--- config.mk ---
export PLATFORM = sky130hd
export DESIGN_NAME = m3i_prep
export DESIGN_NICKNAME = d
export VERILOG_FILES = /design/src/hdl/m3i_pkg.sv /design/src/hdl/m3i_prep.sv
export SDC_FILE = /design/constraint.sdc
export NUM_CORES = 2
export LEC_CHECK = 0
export BUFFER_PORTS_ARGS = -buffer_cell sky130_fd_sc_hd__buf_2
export CORE_AREA = 2 2 684 686
export CTS_CLUSTER_SIZE = 10
export DETAILED_ROUTE_END_ITERATION = 16
export DIE_AREA = 0 0 686 688
export RECOVER_POWER = 100
export REMOVE_ABC_BUFFERS = 1
export SLEW_MARGIN = 25
export SYNTH_ARGS = -nofsm -noshare
export SYNTH_HDL_FRONTEND = slang
export SYNTH_SLANG_ARGS = --single-unit
--- constraint.sdc ---
create_clock -name clk -period 16.74 [get_ports clk]
set_input_delay 0.837 -clock clk [delete_from_list [all_inputs] [get_ports clk]]
set_output_delay 0.837 -clock clk [all_outputs]
set_load 0.03 [all_outputs]
--- src/hdl/m3i_pkg.sv ---
// Shared constants, cofactor index table and flag struct for the 3x3 matrix inverse.
// No dependencies; all other files but m3i_if use this package by scoped names.
package m3i_pkg;

  localparam int ELEM_WIDTH_DEF = 32;
  localparam int FRAC_BITS_DEF  = 16;
  localparam int NELEM          = 9;
  localparam int THR_WIDTH      = 31;
  localparam int ADDR_WIDTH     = 3;
  localparam int DATA_WIDTH     = 32;

  localparam logic [THR_WIDTH-1:0] THR_RESET = THR_WIDTH'(1);

  // register index, taken from paddr[ADDR_WIDTH-1]
  localparam logic REG_THRESHOLD = 1'b0;

  // minor i = e[a]*e[b] - e[c]*e[d], elements in column-major order
  localparam logic [3:0] MINOR_IDX [NELEM][4] = '{
    '{4'd4, 4'd8, 4'd7, 4'd5}, '{4'd7, 4'd2, 4'd1, 4'd8}, '{4'd1, 4'd5, 4'd4, 4'd2},
    '{4'd6, 4'd5, 4'd3, 4'd8}, '{4'd0, 4'd8, 4'd6, 4'd2}, '{4'd3, 4'd2, 4'd0, 4'd5},
    '{4'd3, 4'd7, 4'd6, 4'd4}, '{4'd6, 4'd1, 4'd0, 4'd7}, '{4'd0, 4'd4, 4'd3, 4'd1}
  };

  typedef struct packed {
    logic             singular;
    logic [NELEM-1:0] neg;
    logic [NELEM-1:0] ovf;
  } flags_t;

endpackage

--- src/hdl/m3i_prep.sv ---
// Two-stage pipeline: magnitudes, signs, saturated determinant, singular and overflow tests.
// Depends on m3i_pkg (flags_t, element count, threshold width).
module m3i_prep #(
  parameter int W = m3i_pkg::ELEM_WIDTH_DEF,
  parameter int F = m3i_pkg::FRAC_BITS_DEF
) (
  input  logic                              clk,
  input  logic                              rst,
  input  logic [m3i_pkg::THR_WIDTH-1:0]     threshold,
  input  logic                              in_valid,
  output logic                              in_ready,
  input  logic signed [2*W:0]               minor [m3i_pkg::NELEM],
  input  logic signed [3*W+2:0]             det,
  output logic                              out_valid,
  input  logic                              out_ready,
  output logic [2*W+2*F:0]                  num [m3i_pkg::NELEM],
  output logic [3*W+2:0]                    dabs,
  output m3i_pkg::flags_t                   flags,
  output logic signed [W-1:0]               det_out
);
  localparam int N    = m3i_pkg::NELEM;
  localparam int MW   = 2 * W + 1;
  localparam int DETW = 3 * W + 3;
  localparam int NUMW = MW + 2 * F;
  localparam int TW   = (W - 1 < m3i_pkg::THR_WIDTH) ? W - 1 : m3i_pkg::THR_WIDTH;
  localparam int CMPW = (DETW > TW + 2 * F) ? DETW : TW + 2 * F;
  localparam int OVW  = (NUMW > DETW + W + 1) ? NUMW : DETW + W + 1;
  localparam logic signed [W-1:0] MAXPOS = W'({(W-1){1'b1}});
  localparam logic signed [W-1:0] MINNEG = ~MAXPOS;

  logic v6, v7, en6, en7;

  logic [MW-1:0]          mmag [N];
  logic signed [DETW-1:0] dsh;
  logic [DETW-W:0]        dtop;
  logic signed [W-1:0]    dsat;

  logic [NUMW-1:0]     num6 [N];
  logic [DETW-1:0]     dabs6;
  logic [N-1:0]        neg6;
  logic                dz6;
  logic signed [W-1:0] dout6;

  logic [NUMW-1:0]     num7 [N];
  logic [DETW-1:0]     dabs7;
  m3i_pkg::flags_t     fl7;
  logic signed [W-1:0] dout7;

  assign en7 = !v7 || out_ready;
  assign en6 = !v6 || en7;
  assign in_ready  = en6;
  assign out_valid = v7;
  assign num       = num7;
  assign dabs      = dabs7;
  assign flags     = fl7;
  assign det_out   = dout7;

  always_comb begin
    for (int i = 0; i < N; i++) mmag[i] = minor[i][MW-1] ? MW'(-minor[i]) : MW'(minor[i]);
    dsh  = det >>> (2 * F);
    dtop = dsh[DETW-1:W-1];
    if ((&dtop) || !(|dtop)) dsat = dsh[W-1:0];
    else if (dsh[DETW-1])    dsat = MINNEG;
    else                     dsat = MAXPOS;
  end

  always_ff @(posedge clk) begin
    if (rst) begin
      v6 <= 1'b0;
      v7 <= 1'b0;
    end else begin
      if (en6) v6 <= in_valid;
      if (en7) v7 <= v6;
    end
  end

  always_ff @(posedge clk) begin
    if (en6) begin
      for (int i = 0; i < N; i++) begin
        num6[i] <= {mmag[i], {(2*F){1'b0}}};
        neg6[i] <= minor[i][MW-1] ^ det[DETW-1];
      end
      dabs6 <= det[DETW-1] ? DETW'(-det) : DETW'(det);
      dz6   <= (det == '0);
      dout6 <= dsat;
    end
  end

  always_ff @(posedge clk) begin
    if (en7) begin
      for (int i = 0; i < N; i++) begin
        fl7.ovf[i] <= (OVW'(num6[i]) >= (OVW'(dabs6) << (W + 1)));
      end
      fl7.neg      <= neg6;
      fl7.singular <= dz6 || (CMPW'(dabs6) < (CMPW'(threshold[TW-1:0]) << (2 * F)));
      num7  <= num6;
      dabs7 <= dabs6;
      dout7 <= dout6;
    end
  end

endmodule

## After elaboration in Yosys (flattened, before gate mapping)

Index checks and enable logic that the tools add are counted.

| word-level totals | value |
|---|---|
| logic and storage cells | 90 |
| bits in registers | 1463 |

| cells by class | value |
|---|---|
| add/subtract/negate cells | 10 |
| reductions and logical operators | 10 |
| bitwise operators | 9 |
| $lt $le $gt $ge | 10 |
| muxes and demuxes | 12 |

Operators by type and width:

| cell | count |
|---|---|
| greater-or-equal comparator 97 x 132 -> 1 bit | 9 |
| negator 65 bit | 9 |
| two-way mux 64 bit | 9 |
| logical NOT 99 bit | 1 |
| less-than comparator 99 x 63 -> 1 bit | 1 |
| negator 99 bit | 1 |
| two-way mux 98 bit | 1 |
| two-way mux 32 bit | 2 |
| AND reduction 36 bit | 1 |
| OR reduction 36 bit | 1 |
| bitwise XOR 1 bit | 9 |
| logical OR 1 bit | 4 |
| logical NOT 1 bit | 3 |

## Longest topological paths before layout

| depth | value |
|---|---|
| depth in word-level cells | 4 |
| depth in mapped cells | 11 |
| depth with buffers taken out | 11 |

## Worst setup path before layout

Ideal clock, no wire load.

| path | value |
|---|---|
| path type | input to register |
| start | input out_ready |
| end | register dabs6[0], enable pin |
| arrival time | 12936 ps |
| path buffers | 0 |
| stages | 2 |
| setup slack | -1343 ps |
| setup time | 5147 ps |
| cells stage by stage | nor2b_1 nand2_1 |

| on the way | value |
|---|---|
| cells in the longest elaborated chain, start to end | 2 |

Ends and longest elaborated chain:

| what | line | source |
|---|---|---|
| start: declaration | m3i_prep.sv:15 | `input logic out_ready,` |
| logical OR 1 bit | m3i_prep.sv:49 | `assign en7 = !v7 \|\| out_ready;` |
| logical OR 1 bit | m3i_prep.sv:50 | `assign en6 = !v6 \|\| en7;` |
| named net in_ready | m3i_prep.sv:11 | `output logic in_ready,` |
| end signal: assignment | m3i_prep.sv:83 | `dabs6 <= det[DETW-1] ? DETW'(-det) : DETW'(det);` |
| end: declaration | m3i_prep.sv:39 | `logic [DETW-1:0] dabs6;` |

The timed path passes the listed nets, and every way through them passes these cells.
A chain may end at the register's enable or synchronous reset.

## Worst setup path in the final report

| path | value |
|---|---|
| start | register v7 (netlist: out_valid) |
| end | register num7 (netlist bit num[623]), enable pin |

| on the way | value |
|---|---|
| cells in the longest elaborated chain, start to end | 2 |

Ends and longest elaborated chain:

| what | line | source |
|---|---|---|
| start: declaration | m3i_prep.sv:31 | `logic v6, v7, en6, en7;` |
| start signal: assignment | m3i_prep.sv:73 | `if (en7) v7 <= v6;` |
| logical NOT 1 bit | m3i_prep.sv:49 |  |
| logical OR 1 bit | m3i_prep.sv:49 |  |
| named net en7 | m3i_prep.sv:31 |  |
| end signal: assignment | m3i_prep.sv:96 | `num7 <= num6;` |
| end: declaration | m3i_prep.sv:44 | `logic [NUMW-1:0] num7 [N];` |

The timed path passes the listed nets, and every way through them passes these cells.

==> out/results.txt <==
Status -> finished, violations left
Failing checks -> capacitance limit, slew limit
Count of different cell masters after synthesis -> 66
Worst-path clk slew -> 0.06 ns
Simple-gate share of the synthesized area -> 8.59%
Initial antenna violation count -> 256
Post-synthesis xor/xnor area fraction -> 7.87%
Leakage -> 34.3 nW
Final setup violation count -> 0
Worst Path Max Fanout -> 135
GR peak layer -> met2
Crit share post-route -> 58.1%
Final hold viol count -> 0
Residual DRC -> 0
Die Span Y -> 688 µm
Commonest non-fill, non-tap cell in the layout -> edfxtp_1
# IOs -> 1744
Via Count -> 55400
Post-synthesis cell area -> 0.0737 mm²
Worst-margin pin slew -> 4.24 ns
Hold crit path type -> in2reg
Post-synth top flop -> edfxtp_1
First-pass GRT wire length -> 511000 µm
Clock Sinks -> 1463
CTS tree -> done
Number of flops mapped to enable cells by yosys -> 1461
Cells after synthesis -> 5512
WP data arrival -> 10.08 ns
Final #Nets -> 8533
Combinational family with the most area after synthesis -> adder cells
Row cnt -> 251
Yosys reg bits -> 1463
Largest net degree at the start of global routing -> 150
Core Footprint -> 0.465 mm²
Worst Setup Start Kind -> flip-flop
Hold bufs inserted after CTS -> 0
Routed len/inst -> 29.9 µm
Pwr/cell area -> 117 mW/mm²
H-tree depth -> 4
Fillers -> 50600
Fraction of registers with async set/reset -> 0%
CTS Buf Count -> 194
Peak VDD IR -> 0.0000947 V
Post-synthesis mux area share -> 0%
Die ar. -> 0.472 mm²
Max-slew violation count -> 1440
YS warnings -> 0
Synth Area in Adders -> 10.5%
Overall Power -> 10.9 mW
Avg Inst Size Synth -> 13.4 µm²
Starting Density -> 15.9%
Complex-gate fraction of the synthesized area -> 9.38%
# Post-CTS Setup Buffers -> 0
Met3 usage -> 5.15%
Max transition margin -> -183%
Crit path required time -> 17.09 ns
Root buffer cell -> clkbuf_16
Area growth from synthesis to layout -> 26.3%
# resized after CTS -> 0
RePlAce Congestion -> 0.909
WL final -> 406000 µm
Grt total ovfl -> 0
Setup Skew -> 0.0551 ns
Port bufs -> 1455
Vias per cell -> 4.08
Final core occ -> 20.0%
GRT Util Overall -> 16.4%
Detail Route Antenna Nets -> 0
Layout cells sized above 1 -> 14.9%
HPWL Detailed -> 342000 µm
Met2 GRT Util -> 28.9%
Fin crit period -> 9.73 ns
RSZ-0062 raised after global routing -> false
Max Fclk -> 0.103 GHz
Drt pass-1 iters -> 5
Clock latency on the worst-skew pair -> 0.89 ns
Post-synthesis sequential area ratio -> 59.5%
WS Path Type -> reg2reg
GR Util met1 -> 17.6%
Clock Tree Buf Depth -> 4
Critical path capture point type -> flip-flop
Commonest cells after routing, fill and taps aside -> edfxtp_1, clkbuf_1, buf_2, xnor2_1, ha_1
Vias in the first global route -> 52700
Die W -> 686 µm
Initial detailed-routing violation count -> 4281
Max Cap Viol -> 32
[synthesized netlist by cell type, drive strengths merged (10+ instances only)]
cell        n  area share (%)
ha        616              10
nor2      130            0.66
a21oi     168             1.1
a2111oi    16            0.19
nor2b      21            0.18
inv       140            0.71
nor3       67            0.46
xor2       22            0.26
nand4     132             1.1
nand3      66            0.45
edfxtp   1461              59
a21o      168             1.7
o41ai      99             1.2
or3       148             1.3
or4        95            0.99
xnor2     641             7.6
o21ai     307             2.1
nand2     349             1.8
nand3b     12            0.12
o211ai     10            0.10
a31oi      10           0.085
a211oi     29            0.30
nand2b     38            0.32
buf       303             3.0
nor4       52            0.44
o31ai     202             2.1
clkbuf     84            0.43
or2        57            0.49
[metal layers]
metal  up-vias  wire, µm
li1      24100         -
met1     27300    143000
met2      2981    197000
met3       897     36600
met4       160     27900
met5         -      1020
[path summary, 6_finish.rpt]
| check | slack (ns) | endpoint | cells past startpoint | from |
|---|---|---|---|---|
| worst min register to register | 0.41 | flags[17] | 0 | neg6[8] |
| worst max register to register | 7.01 | num[623] | 5 | out_valid |
| worst min-delay path | 0.15 | out_valid | 2 | rst |
| worst max-delay path | 7.01 | num[623] | 5 | out_valid |
[where the power goes]
part | total [mW] | switching, mW | internal (mW)
sequential | 4.81 | 0.290 | 4.52
clock | 3.94 | 1.72 | 2.23
combinational | 2.14 | 1.55 | 0.587
[per-stage QoR]
stage / area (µm²) / setup WS [ns] / hold WS (ns) / instances / setup TNS (ns)
floorplan: 72300 / -1.34 / 0.400 / 5412 / -975.31
global placement: 88400 / 11.02 / 0.401 / 13200 / 0
detailed placement: 88400 / 10.92 / 0.405 / 13200 / 0
CTS: 94200 / 11.42 / 0.0338 / 13500 / 0
global route: 93000 / 6.06 / 0.0777 / 13500 / 0
finish: 93100 / 7.01 / 0.145 / 13600 / 0
[flip-flops by register name (all words and copies together) (netlist names)]
register   flops
dabs          99
dabs6         99
det_out       32
dout6         32
dz6            1
flags         19
neg6           9
num          585
num6         585
out_valid      1
v6             1
[cell families after synthesis]
group                      Yosys count
DFF                               1463
and+or+nand+nor                   1194
AOI/OAI and AO/OA                 1048
xor gates and xnor gates           663
adders and majority gates          616
buffers and inverters              527
other                                1
[final cells by class]
cell class,count,area (µm²),area share (%)
Inverter,140,527,0.566
Timing Repair Buffer,1590,7200,7.73
Tap cell,6198,7750,8.33
Sequential cell,1463,43900,47.2
Clock inverter,72,694,0.746
Antenna cell,76,190,0.204
Clock buffer,237,5060,5.43
Multi-Input combinational cell,3809,27800,29.8
[worst max-delay path: stages, from the launching register on]
cell        delay (ns)
dfxtp_1           0.31
nor2b_1           0.17
clkinvlp_2        2.17
clkbuf_1          2.56
buf_12            0.55
clkbuf_1          3.03
Power figures use the tool's default switching activity.
