**src/hdl/m3i_pkg.sv**
```systemverilog
// Shared constants, cofactor index table and flag struct for the 3x3 matrix inverse.
// No dependencies; all other files but m3i_if use this package by scoped names.
package m3i_pkg;

  localparam int ELEM_WIDTH_DEF = 32;
  localparam int FRAC_BITS_DEF  = 16;
  localparam int NELEM          = 9;
  localparam int THR_WIDTH      = 31;
  localparam int ADDR_WIDTH     = 3;
  localparam int DATA_WIDTH     = 32;

  localparam logic [THR_WIDTH-1:0] THR_RESET = THR_WIDTH'(1);

  // register index, taken from paddr[ADDR_WIDTH-1]
  localparam logic REG_THRESHOLD = 1'b0;

  // minor i = e[a]*e[b] - e[c]*e[d], elements in column-major order
  localparam logic [3:0] MINOR_IDX [NELEM][4] = '{
    '{4'd4, 4'd8, 4'd7, 4'd5}, '{4'd7, 4'd2, 4'd1, 4'd8}, '{4'd1, 4'd5, 4'd4, 4'd2},
    '{4'd6, 4'd5, 4'd3, 4'd8}, '{4'd0, 4'd8, 4'd6, 4'd2}, '{4'd3, 4'd2, 4'd0, 4'd5},
    '{4'd3, 4'd7, 4'd6, 4'd4}, '{4'd6, 4'd1, 4'd0, 4'd7}, '{4'd0, 4'd4, 4'd3, 4'd1}
  };

  typedef struct packed {
    logic             singular;
    logic [NELEM-1:0] neg;
    logic [NELEM-1:0] ovf;
  } flags_t;

endpackage

```
**src/hdl/m3i_output.sv**
```systemverilog
// Output register: sign, saturation and identity selection for singular matrices.
// Depends on m3i_pkg (flags_t, element count).
module m3i_output #(
  parameter int W = m3i_pkg::ELEM_WIDTH_DEF,
  parameter int F = m3i_pkg::FRAC_BITS_DEF
) (
  input  logic                clk,
  input  logic                rst,
  input  logic                in_valid,
  output logic                in_ready,
  input  logic [W:0]          quo [m3i_pkg::NELEM],
  input  m3i_pkg::flags_t     flags,
  input  logic signed [W-1:0] det_in,
  output logic                out_valid,
  input  logic                out_ready,
  output logic signed [W-1:0] res [m3i_pkg::NELEM],
  output logic                singular,
  output logic signed [W-1:0] determinant
);
  localparam int N = m3i_pkg::NELEM;
  localparam logic signed [W-1:0] MAXPOS = W'({(W-1){1'b1}});
  localparam logic signed [W-1:0] MINNEG = ~MAXPOS;
  localparam logic signed [W-1:0] ONE = (F < W - 1) ? (W'(1) << F) : MAXPOS;

  logic signed [W-1:0] val [N];

  assign in_ready = !out_valid || out_ready;

  always_comb begin
    for (int i = 0; i < N; i++) begin
      if (flags.singular) begin
        val[i] = (i % 4 == 0) ? ONE : '0;
      end else if (flags.neg[i]) begin
        if (flags.ovf[i] || quo[i][W] || (quo[i][W-1] && (|quo[i][W-2:0]))) val[i] = MINNEG;
        else val[i] = -$signed(quo[i][W-1:0]);
      end else begin
        if (flags.ovf[i] || quo[i][W] || quo[i][W-1]) val[i] = MAXPOS;
        else val[i] = $signed(quo[i][W-1:0]);
      end
    end
  end

  always_ff @(posedge clk) begin
    if (rst) out_valid <= 1'b0;
    else if (in_ready) out_valid <= in_valid;
  end

  always_ff @(posedge clk) begin
    if (in_ready) begin
      res         <= val;
      singular    <= flags.singular;
      determinant <= det_in;
    end
  end

endmodule

```
**config.mk**
```make
export PLATFORM = sky130hd
export DESIGN_NAME = m3i_output
export DESIGN_NICKNAME = d
export VERILOG_FILES = /design/src/hdl/m3i_pkg.sv /design/src/hdl/m3i_output.sv
export SDC_FILE = /design/constraint.sdc
export NUM_CORES = 1
export LEC_CHECK = 0
export ABC_AREA = 1
export BUFFER_PORTS_ARGS = -buffer_cell sky130_fd_sc_hd__buf_2
export CAP_MARGIN = 20
export CELL_PAD_IN_SITES_DETAIL_PLACEMENT = 1
export CELL_PAD_IN_SITES_GLOBAL_PLACEMENT = 2
export CORE_MARGIN = 2
export CORE_UTILIZATION = 26
export DETAILED_ROUTE_END_ITERATION = 8
export GPL_TIMING_DRIVEN = 0
export HOLD_SLACK_MARGIN = 0.06
export PLACE_DENSITY_LB_ADDON = 0.3
export SLEW_MARGIN = 40
export SYNTH_ARGS = -nofsm -noshare
export SYNTH_HDL_FRONTEND = slang
export SYNTH_SLANG_ARGS = --single-unit
```
**constraint.sdc**
```tcl
create_clock -name clk -period 8.5 [get_ports clk]
set_input_delay 0.425 -clock clk [delete_from_list [all_inputs] [get_ports clk]]
set_output_delay 0.425 -clock clk [all_outputs]
set_load 0.1 [all_outputs]
```
* Word level (Yosys, flattened, before mapping)
Index checks and enable logic that the tools add are counted.
** Word-level totals
- Memory bits (writable) :: 0
- Logic and storage cells :: 95
- Register bits after elaboration :: 322
- Input bits :: 352
- Latch bits :: 0
- Bits in read-only memories :: 0
- Memories kept :: 0
** Cells by class
- Multipliers :: 0
- Add/subtract/negate cells :: 9
- Multiplexer cells :: 27
- Reductions and logical operators :: 47
- Divide/modulo/power cells :: 0
- Order comparisons :: 0
- Equality and inequality tests :: 0
- Shift operators :: 0
- Bitwise gates (word level) :: 0
** Operator list (count)
- 32-bit 2-to-1 mux :: 27
- 32-bit negator :: 9
- 31-bit OR reduction :: 9
- 1-bit logical OR :: 28
- 1-bit logical AND :: 9
- 1-bit logical NOT :: 1

* Logic depth before layout (Yosys ltp)
Gate-level depths: netlist (run 1).
- Depth after elaboration :: 5
- Gate-level depth with buffers :: 13
- Mapped depth without buffers :: 12

* Worst setup path after synthesis (run 1)
No wires, ideal clock.
- Kind :: reg2reg
- From :: register out_valid
- To :: register determinant[0], enable pin
- Data arrival time :: 7.110 ns
- Slack :: -1.190 ns
- Data required time :: 5.919 ns
- Cell stages (with the launch flop) :: 2
- Cells stage by stage :: dfxtp_1 -> nand2_1
** On the way
- Longest elaborated chain between the ends :: 2
** RTL lines
- from (decl) :: line m3i_output.sv:14 : output logic out_valid,
- from (signal assigned) :: line m3i_output.sv:45 : else if (in_ready) out_valid <= in_valid;
- 1-bit logical NOT :: line m3i_output.sv:27 : assign in_ready = !out_valid || out_ready;
- 1-bit logical OR :: line m3i_output.sv:27
- net in_ready :: line m3i_output.sv:10 : output logic in_ready,
- to (signal assigned) :: line m3i_output.sv:52 : determinant <= det_in;
- to (decl) :: line m3i_output.sv:18 : output logic signed [W-1:0] determinant
The timed path passes the listed nets, and every way through them passes these cells.
A chain may end at the register's enable or synchronous reset.

* Final worst setup path (run 1)
- From :: register out_valid
- To :: output in_ready
** On the way
- Longest elaborated chain between the ends :: 2
** RTL lines (line)
- 1-bit logical NOT :: m3i_output.sv:27
- 1-bit logical OR :: m3i_output.sv:27
- to (decl) :: m3i_output.sv:10
No other way between the ends.

==> results.json, run 1 <==
{
  "die-area_sq_um": 89500,
  "syn_avg_cell_area_sq_um": 7.40,
  "synth_edf_count": 321,
  "power_density_nw_per_um2": 190,
  "clock_latency_ns": 0.59,
  "final-setup-viol-count": 0,
  "cts_buffers": 43,
  "first_pass_iters": 5,
  "grt_start_max_net_pins": 76,
  "cap_viol_max_count": 0,
  "io_buffers": 672,
  "finalCritPeriodShare_pct": 32.4,
  "hold_viol": 0,
  "period_needed_ns": 2.75,
  "rrSetupSlack_ns": 6.90,
  "ir_drop_mv": 0.133,
  "antenna_found_initial": 37,
  "dpl.hpwl_um": 86400,
  "synthTopCellsByArea": "edfxtp_1 (43%), nand2_1 (9.9%), nor2_1 (8.7%)",
  "clockRootBuffer": "clkbuf_16",
  "synth.most_common_cell": "nand2_1",
  "whs_path_depth": 3,
  "synthFlopType": "edfxtp_1",
  "holdCritStartpoint": "quo[33]",
  "worstPathRequired_ns": 8.08,
  "drive_gt1_share_pct": 21.9,
  "slew_headroom_pct": 51.2,
  "worstSetupStartpointType": "register",
  "cts-htree-levels": 2,
  "seq_area_sq_um": 9660,
  "max_freq_mhz": 363,
  "path_cells": "nand2_8, buf_16, buf_16, buf_2",
  "detail-route-antenna-nets": 0,
  "fin_tns_setup_ns": 0,
  "slowest_delay_ns": 0.50,
  "areaGrowthSynthToFinish_pct": 30.1,
  "path_max_fanout": 70,
  "drc_errors": 0,
  "fillers": 10800,
  "fin_nets": 4181,
  "core_sq_um": 86600,
  "clockBufferDepth": 3,
  "die_x_um": 299,
  "grt-busiest-layer": "met2",
  "tightestPinTransition_ns": 0.732,
  "cellLeakagePower_nw": 12.1,
  "maxSlewViolCount": 0,
  "ys_seq_elements": 322,
  "cts.repair.resized": 0,
  "crit_type": "register to output pin",
  "clkSlewWorstSetupHoldPaths_ns": 0.06,
  "p_total_mw": 5.60,
  "r2r_start": "out_valid$_SDFFE_PP0P_",
  "synth.yosys.seq_area_share_pct": 42.6,
  "std_cell_rows": 108,
  "yosysTopAreaCellShare_pct": 42.5,
  "cp.buffers_inverters": 3,
  "synthCells": 3063,
  "met1_usage_pct": 28.3,
  "synthesis.area_sq_um": 22700,
  "synthArstFlopShare_pct": 0,
  "grt_pass1_wl_um": 157000,
  "synthTopCellsByCount": "nand2_1 (598), nor2_1 (527), edfxtp_1 (321), nand3_1 (321), o21ai_0 (292)",
  "drt-total-wl_um": 106000,
  "wire_per_inst_um": 21.1,
  "crit_arrival_ns": 2.33,
  "cpMaxStageDelayCell": "buf_2",
  "multiInputGateArea_sq_um": 11500,
  "die_y_um": 299,
  "synth.largest_area_cell": "edfxtp_1",
  "cts_tree": "built",
  "place_congestion": 0.889,
  "synth_fp_nets": 3424,
  "hold_class": "primary input to register",
  "cts_num_sinks": 322,
  "rsz0062_at_grt": "false",
  "drt-initial-drc-count": 1247,
  "synth_warnings": 0,
  "grt_overflow_total": 0,
  "yosysUniqueCellTypes": 35,
  "crit_top_cell": "buf_16",
  "finClkSkew_ns": 0.0136,
  "rr_endpoint": "res[57]$_SDFFCE_PP0P_",
  "cts_setup_buffers": 0,
  "worstHoldEndpoint": "res[32]$_SDFFCE_PP0P_",
  "initial_core_util_pct": 26.2,
  "grt_util_met3_pct": 5.59,
  "status": "completed",
  "vias": 24400,
  "critPathTopFamily": "buffers and inverters",
  "reg2reg_depth": 3,
  "grt_usage_pct": 23.0,
  "met2_usage_pct": 39.2,
  "critPathCaptureType": "output pin",
  "vias_per_cell": 4.85,
  "grt_pass1_vias": 25100,
  "ios": 675
}
-- flip-flops by register name, summed over array words and instances (netlist names) --
register,flops
determinant,32
singular,1
res,288
out_valid,1
-- area by class of cell --
cell class	instances	share of cell area, %
Timing Repair Buffer	712	13.1
Antenna cell	16	0.136
Clock buffer	50	3.88
Tap cell	1155	4.90
Clock inverter	27	1.10
Buffer	138	2.26
Inverter	226	2.88
Multi-Input combinational cell	2377	39.0
Sequential cell	322	32.8
-- layout by cell type (no fill, tap or decap), types with 2 or more instances in the layout --
cell type	n
a21oi_1	270
and2_1	12
buf_1	22
buf_16	5
buf_2	680
buf_4	14
buf_6	11
bufinv_16	7
clkbuf_1	85
clkbuf_16	45
clkbuf_2	3
clkinv_1	8
clkinv_2	6
clkinv_4	3
clkinvlp_4	2
diode_2	16
dlygate4sd3_1	35
edfxtp_1	321
ha_1	9
inv_1	221
inv_2	4
inv_6	2
nand2_1	597
nand2_2	15
nand3_1	321
nand3b_1	17
nand4_1	89
nor2_1	527
nor2_2	23
nor2_4	9
nor2_8	2
nor3_1	8
o211ai_1	2
o21ai_0	292
o21bai_1	25
or2_2	8
xnor2_1	49
xor2_1	95
-- cell families (layout without fill, tap and decap cells) --
logic type,after synthesis,count (layout),share of synthesized area [%]
AND/OR/NAND/NOR,1633,1633,31.3
other,0,16,0
flip-flops,322,322,42.6
AO/OA/AOI/OAI,591,591,13.4
XOR/XNOR,144,144,5.56
adder cells (fa/ha/maj),9,9,0.497
buffers and inverters,364,1153,6.67
-- power breakdown --
group	leakage, nW	internal (mW)	switching [mW]	total [mW]
combinational	7.86	0.288	1.45	1.74
clock	0.713	1.18	0.755	1.93
sequential	3.55	1.90	0.0366	1.93
total	12.1	3.36	2.24	5.60
-- routing by layer --
metal  up-vias  wire, um
met3       187      6110
met2       543     51000
li1      11900         -
met1     11700     45400
met5         -       304
met4        44      3440
-- how the worst max path moves through the flow --
stage / from / to / cells after the start
3_5_place_dp: flags[18] / res[124]$_SDFFCE_PP0P_ / 5
5_1_grt: out_valid$_SDFFE_PP0P_ / in_ready / 4
4_1_cts: out_valid$_SDFFE_PP0P_ / in_ready / 4
2_1_floorplan: out_valid$_SDFFE_PP0P_ / determinant[0]$_DFFE_PP_ / 1
6_report: out_valid$_SDFFE_PP0P_ / in_ready / 4
3_3_place_gp: out_ready / in_ready / 4
-- worst reg2reg max path: stages (launching register included) --
cell	delay, ns
dfxtp_1	0.36
nand2_8	0.14
buf_16	0.28
buf_16	0.41
-- repair_timing --
item / in CTS / in global routing
hold buffers: 35 / 0
endpoints found under the hold margin: 34 / 0
endpoints found under the setup margin: 0 / 0
-- metrics by stage --
stage                     hold WS, ns  worst slack [ns]  utilization, %  instances  area, sq um
final                           0.215              5.75            34.0       5023        29500
after global routing            0.212              5.61            34.0       5015        29500
after CTS                       0.163              5.68            34.0       5007        29500
after detailed placement        0.582              5.62            31.9       4895        27600
after global placement          0.579             0.679            31.7       4890        27500
after floorplan                 0.494              2.47               -       3063        22700
(Power assumes the default switching activity.)
==> run 2, diff against run 1 <==
--- a/config.mk
+++ b/config.mk
@@ -5,13 +5,13 @@
 export SDC_FILE = /design/constraint.sdc
 export NUM_CORES = 1
 export LEC_CHECK = 0
-export ABC_AREA = 1
+export ABC_AREA = 0
 export BUFFER_PORTS_ARGS = -buffer_cell sky130_fd_sc_hd__buf_2
 export CAP_MARGIN = 20
 export CELL_PAD_IN_SITES_DETAIL_PLACEMENT = 1
 export CELL_PAD_IN_SITES_GLOBAL_PLACEMENT = 2
 export CORE_MARGIN = 2
-export CORE_UTILIZATION = 26
+export CORE_UTILIZATION = 30
 export DETAILED_ROUTE_END_ITERATION = 8
 export GPL_TIMING_DRIVEN = 0
 export HOLD_SLACK_MARGIN = 0.06
==> constraint.sdc (replaced) <==
create_clock -name clk -period 2.75 [get_ports clk]
set_input_delay 0.1375 -clock clk [delete_from_list [all_inputs] [get_ports clk]]
set_output_delay 0.1375 -clock clk [all_outputs]
set_load 0.1 [all_outputs]
==> run 2 against run 1 <==
  * The flow now finishes with violations (negative setup slack)
  * Via count fell by 2.4%
  * First-iteration DRC count rose by 51%
  * Cell count fell by 18%
  * Sequential share of layout area fell by 0.26 points
  * Flip-flop and latch count did not move
  * Largest power group is now clock
  * Clock skew rose by 0.0048 ns
==> results.json, run 2 <==
{
  "ir_drop_mv": 0.482,
  "synthTopCellsByArea": "edfxtp_1 (48%), a21oi_1 (5.5%), nor2_1 (3.8%)",
  "critPathTopFamily": "buffers and inverters",
  "io_buffers": 666,
  "cts_tree": "built",
  "synthTopCellsByCount": "edfxtp_1 (321), a21oi_1 (221), nor2_1 (207)",
  "crit_arrival_ns": 3.21,
  "power_density_nw_per_um2": 596,
  "top_regs": "res (288), determinant (32)",
  "hold_viol": 0,
  "cts_buffers": 43,
  "cts-htree-levels": 2,
  "max_freq_mhz": 361,
  "status": "finished with violations",
  "worstSetupStartpointType": "primary input",
  "path_cells": "dlygate4sd3_1, buf_2, or4_1, nor4_2, a31o_2, o21ai_1, a311oi_1, dlygate4sd3_1",
  "syn_avg_cell_area_sq_um": 9.36,
  "hold_class": "primary input to register",
  "tightestPinTransition_ns": 0.868,
  "fin_cells": 4120,
  "clock_latency_ns": 0.57,
  "clockBufferDepth": 3,
  "violations": "negative setup slack",
  "rr_endpoint": "determinant[12]$_DFFE_PP_",
  "synthesis.area_sq_um": 20300,
  "hold_slack_ns": 0.0769,
  "worstHoldEndpoint": "res[7]$_SDFFCE_PP0P_",
  "grt_pass1_wl_um": 154000,
  "clkSlewWorstSetupHoldPaths_ns": 0.06,
  "period_needed_ns": 2.77,
  "finClkSkew_ns": 0.0185,
  "drive_gt1_share_pct": 26.9,
  "cpMaxStageDelayCell": "dlygate4sd3_1",
  "crit_top_cell": "dlygate4sd3_1",
  "place_congestion": 0.903,
  "maxSlewViolCount": 0,
  "core_sq_um": 67000,
  "top_register": "res",
  "place_inst": 3711,
  "grt_usage_pct": 28.5,
  "std_cell_rows": 95,
  "crit_type": "primary input to register",
  "synth.most_common_cell": "edfxtp_1",
  "antenna_found_initial": 33,
  "final-setup-viol-count": 2,
  "synth_edf_count": 321,
  "synth.largest_area_cell": "edfxtp_1",
  "finalCritPeriodShare_pct": 101,
  "vias_per_cell": 5.77,
  "fillers": 7876,
  "yosysUniqueCellTypes": 83,
  "grt_overflow_total": 0,
  "fin_nets": 3553,
  "cts_num_sinks": 322,
  "worstPathRequired_ns": 3.19,
  "holdCritStartpoint": "quo[7]",
  "clockRootBuffer": "clkbuf_16",
  "reg2reg_depth": 5,
  "initial_core_util_pct": 30.2,
  "layout_commonest_cell": "buf_2",
  "slew_headroom_pct": 41.7,
  "die_y_um": 264,
  "synth_fp_nets": 2525,
  "final_util_pct": 44.4,
  "synthCells": 2164,
  "die-area_sq_um": 69600,
  "drt-initial-drc-count": 1879,
  "rrSetupSlack_ns": 0.86,
  "dpl.hpwl_um": 75600,
  "drc_errors": 0,
  "whs_path_depth": 3,
  "cp.buffers_inverters": 3,
  "grt_start_max_net_pins": 46,
  "cap_viol_max_count": 0,
  "grt_pass1_vias": 24400,
  "largest_reg_flops": 288,
  "ys_seq_elements": 322,
  "final_cell_mix": "buf_2 (671), edfxtp_1 (321), dlygate4sd3_1 (301)",
  "detail-route-antenna-nets": 0,
  "path_max_fanout": 7,
  "wire_per_inst_um": 25.2,
  "cellLeakagePower_nw": 11.6,
  "first_pass_iters": 6,
  "worst_slack_ns": -0.0171,
  "areaGrowthSynthToFinish_pct": 46.8,
  "drt-total-wl_um": 104000,
  "synthFlopType": "edfxtp_1",
  "synth.yosys.seq_area_share_pct": 47.7,
  "synthArstFlopShare_pct": 0,
  "p_total_mw": 17.7,
  "slowest_delay_ns": 0.58,
  "rsz0062_at_grt": "true",
  "ios": 675,
  "die_x_um": 264,
  "vias": 23800,
  "r2r_start": "out_valid$_SDFFE_PP0P_",
  "synth_warnings": 0,
  "critPathCaptureType": "register",
  "yosysTopAreaCellShare_pct": 47.6
}
run 2: cell count changes after synthesis, sizes merged, moves of 49 or more:
| cell | previous run | this run |
|---|---|---|
| a211oi | 0 | 59 |
| a21oi | 270 | 221 |
| a311oi | 0 | 94 |
| clkbuf | 83 | 134 |
| inv | 225 | 51 |
| nand2 | 614 | 153 |
| nand3 | 322 | 101 |
| nor2 | 561 | 208 |
| nor3 | 8 | 124 |
| nor4 | 0 | 75 |
| o21ai | 293 | 91 |
| xor2 | 95 | 8 |
run 2: worst reg2reg max path, stage by stage (launching register included):
cell and delay [ns]:
dfxtp_4 0.37, nand2b_4 0.08, buf_12 0.23, buf_12 0.26, buf_12 0.28, buf_12 0.30
run 2: final cells by class:
cell class | instances | area, sq um | area share, %
Multi-Input combinational cell | 1639 | 10100 | 33.8
Sequential cell | 322 | 9660 | 32.5
Timing Repair Buffer | 983 | 6570 | 22.1
Clock buffer | 55 | 1160 | 3.91
Tap cell | 873 | 1090 | 3.67
Buffer | 150 | 616 | 2.07
Clock inverter | 23 | 314 | 1.06
Inverter | 53 | 199 | 0.669
Antenna cell | 22 | 55.1 | 0.185
run 2: metrics by stage:
step | cell area [sq um] | TNS, ns | setup slack, ns
floorplan | 20300 | -192.33 | -0.597
global placement | 24700 | -493.01 | -1.81
detailed placement | 24900 | -29.04 | -0.505
CTS | 29400 | 0 | 0.00256
global route | 29700 | -0.342 | -0.108
finish | 29700 | -0.0172 | -0.0171
run 2: metal layers:
layer  wire length, um  track usage, %  share of wire (%)  vias to the layer above
met5               137               0               0.13                        -
met4              3760            10.1                3.6                       24
met3              7480            6.59                7.2                      213
met2             50300            48.6                 48                      915
met1             42100            35.1                 41                    11800
li1                  -               -                  -                    10800
run 2: worst max path at each step:
stage          depth (start not counted)                   start                       end
6_report                               8                quo[216]    res[202]$_SDFFCE_PP0P_
5_1_grt                                8                quo[216]    res[202]$_SDFFCE_PP0P_
4_1_cts                                8                 quo[43]     res[48]$_SDFFCE_PP0P_
3_5_place_dp                           9                quo[264]    res[277]$_SDFFCE_PP0P_
3_3_place_gp                           2  out_valid$_SDFFE_PP0P_                  in_ready
2_1_floorplan                          1  out_valid$_SDFFE_PP0P_  determinant[0]$_DFFE_PP_
run 2: report_power, final:
group          total (mW)  internal, mW  switching (mW)
Combinational        5.66          1.11            4.55
Clock                6.05          3.73            2.32
Sequential           6.01          5.88           0.134
Total                17.7          10.7            7.00
run 2: timing repair:
item | in CTS | in global routing
endpoints found under the setup margin | 1 | 89
gates resized for setup | 2 | 32
pin swaps | 0 | 3
buffers inserted | 1 | 7
hold endpoints to repair | 285 | 0
gates cloned | 1 | 0
hold buffers | 301 | 0
run 2: logic make-up after synthesis:
kind of cell / Yosys count / synth area share [%]
compound gates: 688 / 23.0
xor+xnor: 11 / 0.476
fa+ha+maj: 9 / 0.556
buf+inv: 204 / 3.93
flops: 322 / 47.7
mux: 8 / 0.395
simple gates: 922 / 24.0
